## src/rtl/drt_pkg.sv

```systemverilog
package drt_pkg;

  // Surface dimension ceiling; larger register values saturate to this
  localparam int MAX_DIM = 4096;
  localparam int POS_W   = 12;
  localparam int DIM_W   = 13;
  localparam int AREA_W  = 2 * DIM_W;
  localparam int FULL_W  = 25;
  localparam int CNT_W   = 64;

  // Event codes carried on in_tuser
  typedef enum logic [1:0] {
    OP_MARK_RECT = 2'd0,
    OP_MARK_FULL = 2'd1,
    OP_CLEAR     = 2'd2,
    OP_FLIP      = 2'd3
  } op_t;

  // Present classification carried on out_tuser
  typedef enum logic [1:0] {
    KIND_NONE    = 2'd0,
    KIND_EMPTY   = 2'd1,
    KIND_PARTIAL = 2'd2,
    KIND_FULL    = 2'd3
  } kind_t;

  // Configuration register indexes
  localparam logic [1:0] CFG_ENABLE      = 2'd0;
  localparam logic [1:0] CFG_SURF_WIDTH  = 2'd1;
  localparam logic [1:0] CFG_SURF_HEIGHT = 2'd2;
  localparam logic [1:0] CFG_PARTIAL_OK  = 2'd3;

  typedef struct packed {
    logic [POS_W-1:0] left;
    logic [POS_W-1:0] top;
    logic [DIM_W-1:0] width;
    logic [DIM_W-1:0] height;
    logic             full;
  } region_t;

  typedef struct packed {
    logic signed [15:0] height;
    logic signed [15:0] width;
    logic signed [15:0] top;
    logic signed [15:0] left;
  } rect_t;

  typedef struct packed {
    kind_t            kind;
    logic             have;
    logic [POS_W-1:0] left;
    logic [POS_W-1:0] top;
    logic [DIM_W-1:0] width;
    logic [DIM_W-1:0] height;
  } result_t;

  // Saturate a surface dimension to MAX_DIM
  function automatic logic [DIM_W-1:0] dim_sat(input logic [DIM_W-1:0] v);
    return (v > DIM_W'(MAX_DIM)) ? DIM_W'(MAX_DIM) : v;
  endfunction

endpackage

```

## src/rtl/dirty_rect_tracker_top.sv

```systemverilog
// An accepted transaction moves from the input register to the out_* result register on advance.
// Throughput: one event per cycle unless out_tready stalls; the clip, merge, one 13x13 multiply
// and area compare sit between the input register and the result register.
// The full-surface area is registered from the saturated surface size registers.
// Reset (rst_n low, synchronous) empties the region, zeroes all counters and totals,
// and loads enable 0, surface 1024x768, partial presents supported.
module dirty_rect_tracker_top
  import drt_pkg::*;
(
  input  logic         clk,
  input  logic         rst_n,
  input  logic         in_tvalid,
  output logic         in_tready,
  // rect_left, rect_top, rect_width, rect_height
  input  logic [63:0]  in_tdata,
  // op
  input  logic [1:0]   in_tuser,
  output logic         out_tvalid,
  input  logic         out_tready,
  // has_region, out_left, out_top, out_width, out_height, count_total, count_empty,
  // count_partial, count_full, pixels_partial, pixels_full, zero pad
  output logic [439:0] out_tdata,
  // flip_kind
  output logic [1:0]   out_tuser,
  input  logic         cfg_wr_en,
  input  logic [1:0]   cfg_index,
  input  logic [12:0]  cfg_wdata
);

  logic              enable_r, partial_ok_r;
  logic [DIM_W-1:0]  surf_w_r, surf_h_r, sw_sat, sh_sat;
  logic [FULL_W-1:0] full_area_r;
  logic [AREA_W-1:0] full_prod;

  logic              in_valid_r, out_valid_r, advance;
  op_t               op_r;
  rect_t             rect_r;
  region_t           region_r, region_nxt;
  result_t           result, result_r;
  logic [AREA_W-1:0] area;

  logic [CNT_W-1:0]  flips_total_r, flips_empty_r, flips_partial_r, flips_full_r;
  logic [CNT_W-1:0]  area_partial_r, area_full_r;
  logic [CNT_W-1:0]  flips_total_nxt, flips_empty_nxt, flips_partial_nxt, flips_full_nxt;
  logic [CNT_W-1:0]  area_partial_nxt, area_full_nxt;

  // Configuration registers
  always_ff @(posedge clk) begin
    if (!rst_n) begin
      enable_r     <= 1'b0;
      surf_w_r     <= DIM_W'(1024);
      surf_h_r     <= DIM_W'(768);
      partial_ok_r <= 1'b1;
    end else if (cfg_wr_en) begin
      case (cfg_index)
        CFG_ENABLE:      enable_r     <= cfg_wdata[0];
        CFG_SURF_WIDTH:  surf_w_r     <= cfg_wdata;
        CFG_SURF_HEIGHT: surf_h_r     <= cfg_wdata;
        CFG_PARTIAL_OK:  partial_ok_r <= cfg_wdata[0];
        default:         enable_r     <= enable_r;
      endcase
    end
  end

  // Precompute the saturated full-surface area
  assign sw_sat    = dim_sat(surf_w_r);
  assign sh_sat    = dim_sat(surf_h_r);
  assign full_prod = sw_sat * sh_sat;

  always_ff @(posedge clk) begin
    full_area_r <= full_prod[FULL_W-1:0];
  end

  // Handshake: advance when the result register is free or being drained
  assign advance   = in_valid_r && (!out_valid_r || out_tready);
  assign in_tready = !in_valid_r || advance;

  always_ff @(posedge clk) begin
    if (!rst_n) begin
      in_valid_r  <= 1'b0;
      out_valid_r <= 1'b0;
    end else begin
      if (in_tready) in_valid_r <= in_tvalid;
      if (advance) begin
        out_valid_r <= 1'b1;
      end else if (out_tready) begin
        out_valid_r <= 1'b0;
      end
    end
  end

  // Capture the input transaction
  always_ff @(posedge clk) begin
    if (in_tvalid && in_tready) begin
      op_r   <= op_t'(in_tuser);
      rect_r <= rect_t'(in_tdata);
    end
  end

  drt_event u_event (
    .op         (op_r),
    .rect       (rect_r),
    .region     (region_r),
    .enable     (enable_r),
    .partial_ok (partial_ok_r),
    .surf_w     (sw_sat),
    .surf_h     (sh_sat),
    .full_area  (full_area_r),
    .region_nxt (region_nxt),
    .result     (result),
    .area       (area)
  );

  // Bump flip counters and pixel totals by classification
  always_comb begin
    flips_total_nxt   = flips_total_r;
    flips_empty_nxt   = flips_empty_r;
    flips_partial_nxt = flips_partial_r;
    flips_full_nxt    = flips_full_r;
    area_partial_nxt  = area_partial_r;
    area_full_nxt     = area_full_r;
    case (result.kind)
      KIND_EMPTY: begin
        flips_total_nxt = flips_total_r + 1'b1;
        flips_empty_nxt = flips_empty_r + 1'b1;
      end
      KIND_PARTIAL: begin
        flips_total_nxt   = flips_total_r + 1'b1;
        flips_partial_nxt = flips_partial_r + 1'b1;
        area_partial_nxt  = area_partial_r + CNT_W'(area);
      end
      KIND_FULL: begin
        flips_total_nxt = flips_total_r + 1'b1;
        flips_full_nxt  = flips_full_r + 1'b1;
        area_full_nxt   = area_full_r + CNT_W'(full_area_r);
      end
      default: begin
        flips_total_nxt = flips_total_r;
      end
    endcase
  end

  // State and counters move only with a transaction entering the result register
  always_ff @(posedge clk) begin
    if (!rst_n) begin
      region_r        <= '0;
      flips_total_r   <= '0;
      flips_empty_r   <= '0;
      flips_partial_r <= '0;
      flips_full_r    <= '0;
      area_partial_r  <= '0;
      area_full_r     <= '0;
    end else if (advance) begin
      region_r        <= region_nxt;
      flips_total_r   <= flips_total_nxt;
      flips_empty_r   <= flips_empty_nxt;
      flips_partial_r <= flips_partial_nxt;
      flips_full_r    <= flips_full_nxt;
      area_partial_r  <= area_partial_nxt;
      area_full_r     <= area_full_nxt;
    end
  end

  always_ff @(posedge clk) begin
    if (advance) result_r <= result;
  end

  // Counters hold while the result waits, so they feed the output directly
  assign out_tvalid = out_valid_r;
  assign out_tuser  = result_r.kind;
  assign out_tdata  = {5'b0, area_full_r, area_partial_r, flips_full_r, flips_partial_r,
                       flips_empty_r, flips_total_r, result_r.height, result_r.width,
                       result_r.top, result_r.left, result_r.have};

`ifndef SYNTH
  a_flip_clears_region: assert property (@(posedge clk) disable iff (!rst_n)
    advance && op_r == OP_FLIP && enable_r |=> region_r == '0)
    else $error("region not emptied after flip");

  a_flip_counts_once: assert property (@(posedge clk) disable iff (!rst_n)
    advance && op_r == OP_FLIP && enable_r |=> flips_total_r == $past(flips_total_r) + 1'b1)
    else $error("flip total did not advance by one");

  a_kind_has_region: assert property (@(posedge clk) disable iff (!rst_n)
    out_valid_r && (result_r.kind == KIND_PARTIAL || result_r.kind == KIND_FULL)
      |-> result_r.have)
    else $error("presented flip without a region");

  a_empty_rect_zero: assert property (@(posedge clk) disable iff (!rst_n)
    out_valid_r && !result_r.have |-> result_r.width == '0 && result_r.height == '0 &&
      result_r.left == '0 && result_r.top == '0)
    else $error("empty region reports a rectangle");

  a_disabled_no_kind: assert property (@(posedge clk) disable iff (!rst_n)
    advance && !enable_r |=> result_r.kind == KIND_NONE && !result_r.have)
    else $error("disabled event produced a classification");
`endif

endmodule

```

## src/rtl/drt_event.sv

```systemverilog
module drt_event
  import drt_pkg::*;
(
  input  op_t                op,
  input  rect_t              rect,
  input  region_t            region,
  input  logic               enable,
  input  logic               partial_ok,
  input  logic [DIM_W-1:0]   surf_w,
  input  logic [DIM_W-1:0]   surf_h,
  input  logic [FULL_W-1:0]  full_area,
  output region_t            region_nxt,
  output result_t            result,
  output logic [AREA_W-1:0]  area
);

  logic signed [17:0] xs, ys, ws, hs, xe, ye, x0, y0, x1, y1, sw_s, sh_s;
  logic               hit;
  logic [POS_W-1:0]   cx0, cy0, mx0, my0;
  logic [DIM_W-1:0]   cx1, cy1, mw, mh, mul_a, mul_b;
  logic [DIM_W:0]     rx1_old, ry1_old, mx1, my1;
  logic [30:0]        area20, full19;
  logic               promote, is_mark, covers;
  region_t            post;

  // Clip the incoming rectangle to the surface
  always_comb begin
    xs   = {{2{rect.left[15]}}, rect.left};
    ys   = {{2{rect.top[15]}}, rect.top};
    ws   = {{2{rect.width[15]}}, rect.width};
    hs   = {{2{rect.height[15]}}, rect.height};
    sw_s = {5'b0, surf_w};
    sh_s = {5'b0, surf_h};
    xe   = xs + ws;
    ye   = ys + hs;
    x0   = xs[17] ? '0 : xs;
    y0   = ys[17] ? '0 : ys;
    x1   = (xe > sw_s) ? sw_s : xe;
    y1   = (ye > sh_s) ? sh_s : ye;
    hit  = (ws > 18'sd0) && (hs > 18'sd0) && (x1 > x0) && (y1 > y0);
    cx0  = x0[POS_W-1:0];
    cy0  = y0[POS_W-1:0];
    cx1  = x1[DIM_W-1:0];
    cy1  = y1[DIM_W-1:0];
  end

  // Bounding box of the clipped rectangle and the stored region
  always_comb begin
    rx1_old = {2'b0, region.left} + {1'b0, region.width};
    ry1_old = {2'b0, region.top} + {1'b0, region.height};
    mx0     = (cx0 < region.left) ? cx0 : region.left;
    my0     = (cy0 < region.top) ? cy0 : region.top;
    mx1     = ({1'b0, cx1} > rx1_old) ? {1'b0, cx1} : rx1_old;
    my1     = ({1'b0, cy1} > ry1_old) ? {1'b0, cy1} : ry1_old;
    mw      = DIM_W'(mx1 - {2'b0, mx0});
    mh      = DIM_W'(my1 - {2'b0, my0});
  end

  // Share one multiplier between the merge promotion check and the flip area
  always_comb begin
    is_mark = (op == OP_MARK_RECT);
    mul_a   = is_mark ? mw : region.width;
    mul_b   = is_mark ? mh : region.height;
    area    = mul_a * mul_b;
    // area*100 >= full*95 reduces to area*20 >= full*19
    area20  = (31'(area) << 4) + (31'(area) << 2);
    full19  = (31'(full_area) << 4) + (31'(full_area) << 1) + 31'(full_area);
    promote = (full_area != '0) && (area20 >= full19);
  end

  // Apply the event, read back the visible region, classify a flip
  always_comb begin
    post = region;
    case (op)
      OP_MARK_RECT: begin
        if (enable && hit && !region.full) begin
          if (region.width == '0 || region.height == '0) begin
            post = '{left: cx0, top: cy0, width: cx1 - {1'b0, cx0},
                     height: cy1 - {1'b0, cy0}, full: 1'b0};
          end else begin
            post = '{left: mx0, top: my0, width: mw, height: mh, full: promote};
          end
        end
      end
      OP_MARK_FULL: begin
        if (enable) post.full = 1'b1;
      end
      OP_CLEAR: begin
        post = '0;
      end
      default: begin
        post = region;
      end
    endcase

    result      = '0;
    result.kind = KIND_NONE;
    if (enable && post.full) begin
      result.have   = 1'b1;
      result.width  = surf_w;
      result.height = surf_h;
    end else if (enable && post.width != '0 && post.height != '0) begin
      result.have   = 1'b1;
      result.left   = post.left;
      result.top    = post.top;
      result.width  = post.width;
      result.height = post.height;
    end

    region_nxt = post;
    covers = post.full || (result.left == '0 && result.top == '0 &&
                           result.width == surf_w && result.height == surf_h);
    if (op == OP_FLIP && enable) begin
      region_nxt = '0;
      if (!result.have) begin
        result.kind = KIND_EMPTY;
      end else if (!covers && partial_ok) begin
        result.kind = KIND_PARTIAL;
      end else begin
        result.kind   = KIND_FULL;
        result.left   = '0;
        result.top    = '0;
        result.width  = surf_w;
        result.height = surf_h;
      end
    end
  end

endmodule
```

## config.mk

```make
export PLATFORM = sky130hd
export DESIGN_NAME = dirty_rect_tracker_top
export DESIGN_NICKNAME = d
export VERILOG_FILES = /design/src/rtl/drt_pkg.sv /design/src/rtl/dirty_rect_tracker_top.sv /design/src/rtl/drt_event.sv
export SDC_FILE = /design/constraint.sdc
export NUM_CORES = 2
export LEC_CHECK = 0
export BUFFER_PORTS_ARGS = -buffer_cell sky130_fd_sc_hd__buf_4
export CAP_MARGIN = 20
export CORE_UTILIZATION = 61
export CTS_CLUSTER_DIAMETER = 50
export DETAILED_ROUTE_END_ITERATION = 12
export HOLD_SLACK_MARGIN = 0.1
export PLACE_DENSITY = 0.82
export SYNTH_ARGS = -nofsm -noshare
export SYNTH_HDL_FRONTEND = slang
export SYNTH_SLANG_ARGS = --single-unit
```

## constraint.sdc

```tcl
create_clock -name clk -period 22.5 [get_ports clk]
set_input_delay 3.375 -clock clk [delete_from_list [all_inputs] [get_ports clk]]
set_output_delay 3.375 -clock clk [all_outputs]
set_load 0.1 [all_outputs]
```

==> flow_metrics.py <==
metrics = {
    "cts": {
        "clock_sinks": 609,
        "clk_transition_reported_paths_ps": 60,
        "clock_path_buffers": 3,
        "htree_num_levels": 3,
        "cts_tree": "built",
        "cts_made_buffers": 87,
        "clk_latency_ps": 670,
        "root_buffer": "clkbuf_16",
    },
    "global_route": {
        "antenna_found_initial": 0,
        "grtUsageTotal_pct": 39.25,
        "grt_max_degree": 135,
        "grt_pass1_wl_mm": 264.6,
        "grt_pass1_vias": 46880,
        "grt-ovfl-total": 0,
    },
    "die": {
        "die_w_um": 293.1,
        "dieHeight_um": 293.1,
        "core_um2": 83690,
        "io_pins": 530,
        "rows": 106,
        "start_util_pct": 61.76,
        "design.die.area_um2": 85900,
    },
    "power_and_ir_drop": {
        "p_switching_mw": 1.681,
        "p_per_area_nw_per_um2": 72.13,
        "p_seq_share_pct": 26.7,
        "p_total_mw": 4.317,
        "p_clk_share_pct": 32.4,
        "p_comb_share_pct": 40.8,
        "p_int_mw": 2.636,
        "p_sw_share_pct": 38.94,
        "cellLeakagePower_nw": 26.75,
        "irDropWorstVdd_uv": 69.31,
    },
    "worst_hold_path": {
        "hp-class": "register to register",
        "whs_path_depth": 2,
    },
    "drt": {
        "drtIter0Drc": 5186,
        "wire_per_inst_um": 21.99,
        "drt_wl_total_mm": 173.9,
        "antenna_left": 0,
        "vias": 49710,
        "viasPerCell": 6.285,
        "drc": 0,
        "first_pass_iters": 9,
    },
    "yosys": {
        "synth_edf_count": 119,
        "synthTopCellsByArea": "dfxtp_1 (19%), ha_1 (12%), fa_1 (9.8%)",
        "synth_top_area_share_pct": 18.98,
        "yosys_warnings": 0,
        "synthDistinctLibCells": 115,
        "synth_area_um2": 51690,
        "synth_top_area_cell": "dfxtp_1",
        "synth_flop_cell": "dfxtp_1",
        "syn_inst": 6234,
        "syn_area_per_cell_um2": 8.291,
        "synth-async-reset-ratio_pct": 0,
        "seq_area_frac_synth_pct": 25.89,
        "synth_seq_cells": 609,
    },
    "critical_path": {
        "worst-setup-path-type": "register to register",
        "reg2regPathDepth": 85,
        "critPathMaxFanout": 77,
        "cpPeakStageDelay_ps": 580,
        "end_kind": "register",
        "worstPathRequired_ps": 23060,
        "cp-start-kind": "register",
        "slowest_stage": "or4_1",
        "cp.arrival_ps": 21730,
    },
    "status": {
        "status": "complete, no violations",
    },
    "place": {
        "io_buffers": 524,
        "dp.final_hpwl_mm": 133.0,
        "gp_congestion": 1.060,
    },
    "final_layout": {
        "final_layout_size_suffix_gt1_share_pct": 12.87,
        "multi_input_area_um2": 35560,
        "n_fill_cell": 6643,
        "register_area_um2": 13380,
        "area_growth_pct": 15.80,
        "nets": 7521,
    },
    "sta": {
        "rsz0062_at_grt": "no",
        "clock.fmax_ghz": 0.04723,
        "hold_viol_final": 0,
        "fin_crit_ps": 21170,
        "fin_setup_tns_ps": 0,
        "drv_slew": 0,
        "setup_viol": 0,
        "finClkSkew_ps": 39.81,
        "fin_crit_sh_pct": 94.11,
        "slew_headroom_pct": 23.13,
        "tightest_slew_ps": 1153,
    },
    "flow_run": {
        "drv_cap": 0,
    },
}
[through the flow]
stage	cells	instance area [µm²]	setup WS (ps)	util, %	hold WS [ps]
3_3_place_gp	7746	56820	1537	67.90	437.0
4_1_cts	7905	59770	889.3	71.42	452.3
3_5_place_dp	7746	56820	1036	67.90	444.9
5_1_grt	7909	59850	30.42	71.52	475.9
2_1_floorplan	6238	51700	4072	-	431.8
6_report	7910	59860	1326	71.52	449.5
[layout make-up]
class / count / area share [%]
Timing Repair Buffer: 622 / 7.872
Multi-Input combinational cell: 4897 / 59.41
Clock buffer: 117 / 4.147
Clock inverter: 42 / 0.7692
Antenna cell: 1 / 0.004181
Inverter: 488 / 3.073
Sequential cell: 609 / 22.36
Tap cell: 1134 / 2.370
[worst max-delay path: cells and delay by family (launching register included)]
kind / cells / cell delay, ps
AND/OR/NAND/NOR: 24 / 4870
XOR/XNOR: 2 / 500
flip-flops: 1 / 420
AO/OA/AOI/OAI: 36 / 8120
buffers and inverters: 7 / 960
multiplexers: 1 / 100
adder cells (fa/ha/maj): 15 / 6030
[what timing repair did]
| item | CTS | global route |
|---|---|---|
| hold buffers | 0 | 0 |
| setup buffers | 0 | 2 |
| resized for setup | 0 | 5 |
| endpoints found under the setup margin | 0 | 235 |
[logic make-up after synthesis]
logic type	count (synthesis)	share of synthesized area, %
xor+xnor	358	6.066
simple gates	2458	22.95
other cells	2	0.01453
compound gates	1170	14.82
fa+ha+maj	739	21.53
mux	166	3.232
flops	609	25.89
buf+inv	732	5.497
[flip-flops by register name, summed over array words and instances, names as in the netlist, 2 cells and up]
signal and cells:
area_full_r 64, area_partial_r 64, flips_empty_r 64, flips_full_r 64
flips_partial_r 64, flips_total_r 64, rect_r 64, out_tdata 51
region_r 51, full_area_r 25, surf_h_r 13, surf_w_r 13
op_r 2, out_tuser 2
[cell usage in the layout, fill, tap and decap left out, types with 20 or more instances in the layout]
master     count
and3_1        97
a21oi_1      366
fa_1         254
nand2b_1     180
nand3_1      167
or4_1         29
nor4_1        59
a21o_1        84
o41ai_1       35
xor2_1       162
or2_2         24
nor2b_1       90
dfxtp_1      490
nor2_1       611
ha_1         476
o31ai_1       30
nand2_1      818
o21bai_1      38
a22oi_1       57
mux2i_1      158
clkbuf_16     89
nand4_1      104
inv_1        475
a31oi_1       20
nor3_1        93
or3_1         48
and2_1        25
a211oi_1      29
o211ai_1      31
edfxtp_1     119
xnor2_1      196
o21a_1        53
buf_4        618
o21ai_0      218
and4_1        20
[final timing paths]
| check | from | to | slack (ps) |
|---|---|---|---|
| worst max-delay path | rect_r[48] | area_full_r[34] | 1330 |
| worst min-delay path | surf_h_r[3] | surf_h_r[3] | 450 |
| worst max register to register | rect_r[48] | area_full_r[34] | 1330 |
| worst min register to register | surf_h_r[3] | surf_h_r[3] | 450 |
[Yosys cell counts (all sizes together) (98+ instances only)]
master  number
ha         476
xor2       162
nand2      821
nor3       101
edfxtp     119
nand3      167
nor2       616
xnor2      196
o21ai      229
mux2i      159
a21oi      368
clkbuf     188
nand4      107
dfxtp      490
inv        479
nand2b     180
and3        98
fa         254
[power groups by stage]
stage               sequential, mW  combinational, mW  clock, mW
floorplan                     1.19               1.22          0
detailed placement            1.17               1.69          0
global placement              1.17               1.65          0
finish                        1.15               1.76       1.40
global route                  1.15               1.92       1.45
CTS                           1.15               1.70       1.41
[layer usage]
metal / vias to the layer above / part of all wire (%) / global-route usage (%)
li1: 22600 / - / -
met2: 2671 / 43 / 60.28
met5: - / 0.024 / 0.6807
met1: 23820 / 39 / 50.11
met3: 627 / 11 / 11.48
met4: 2 / 6.1 / 19.81
(Power assumes the default switching activity.)
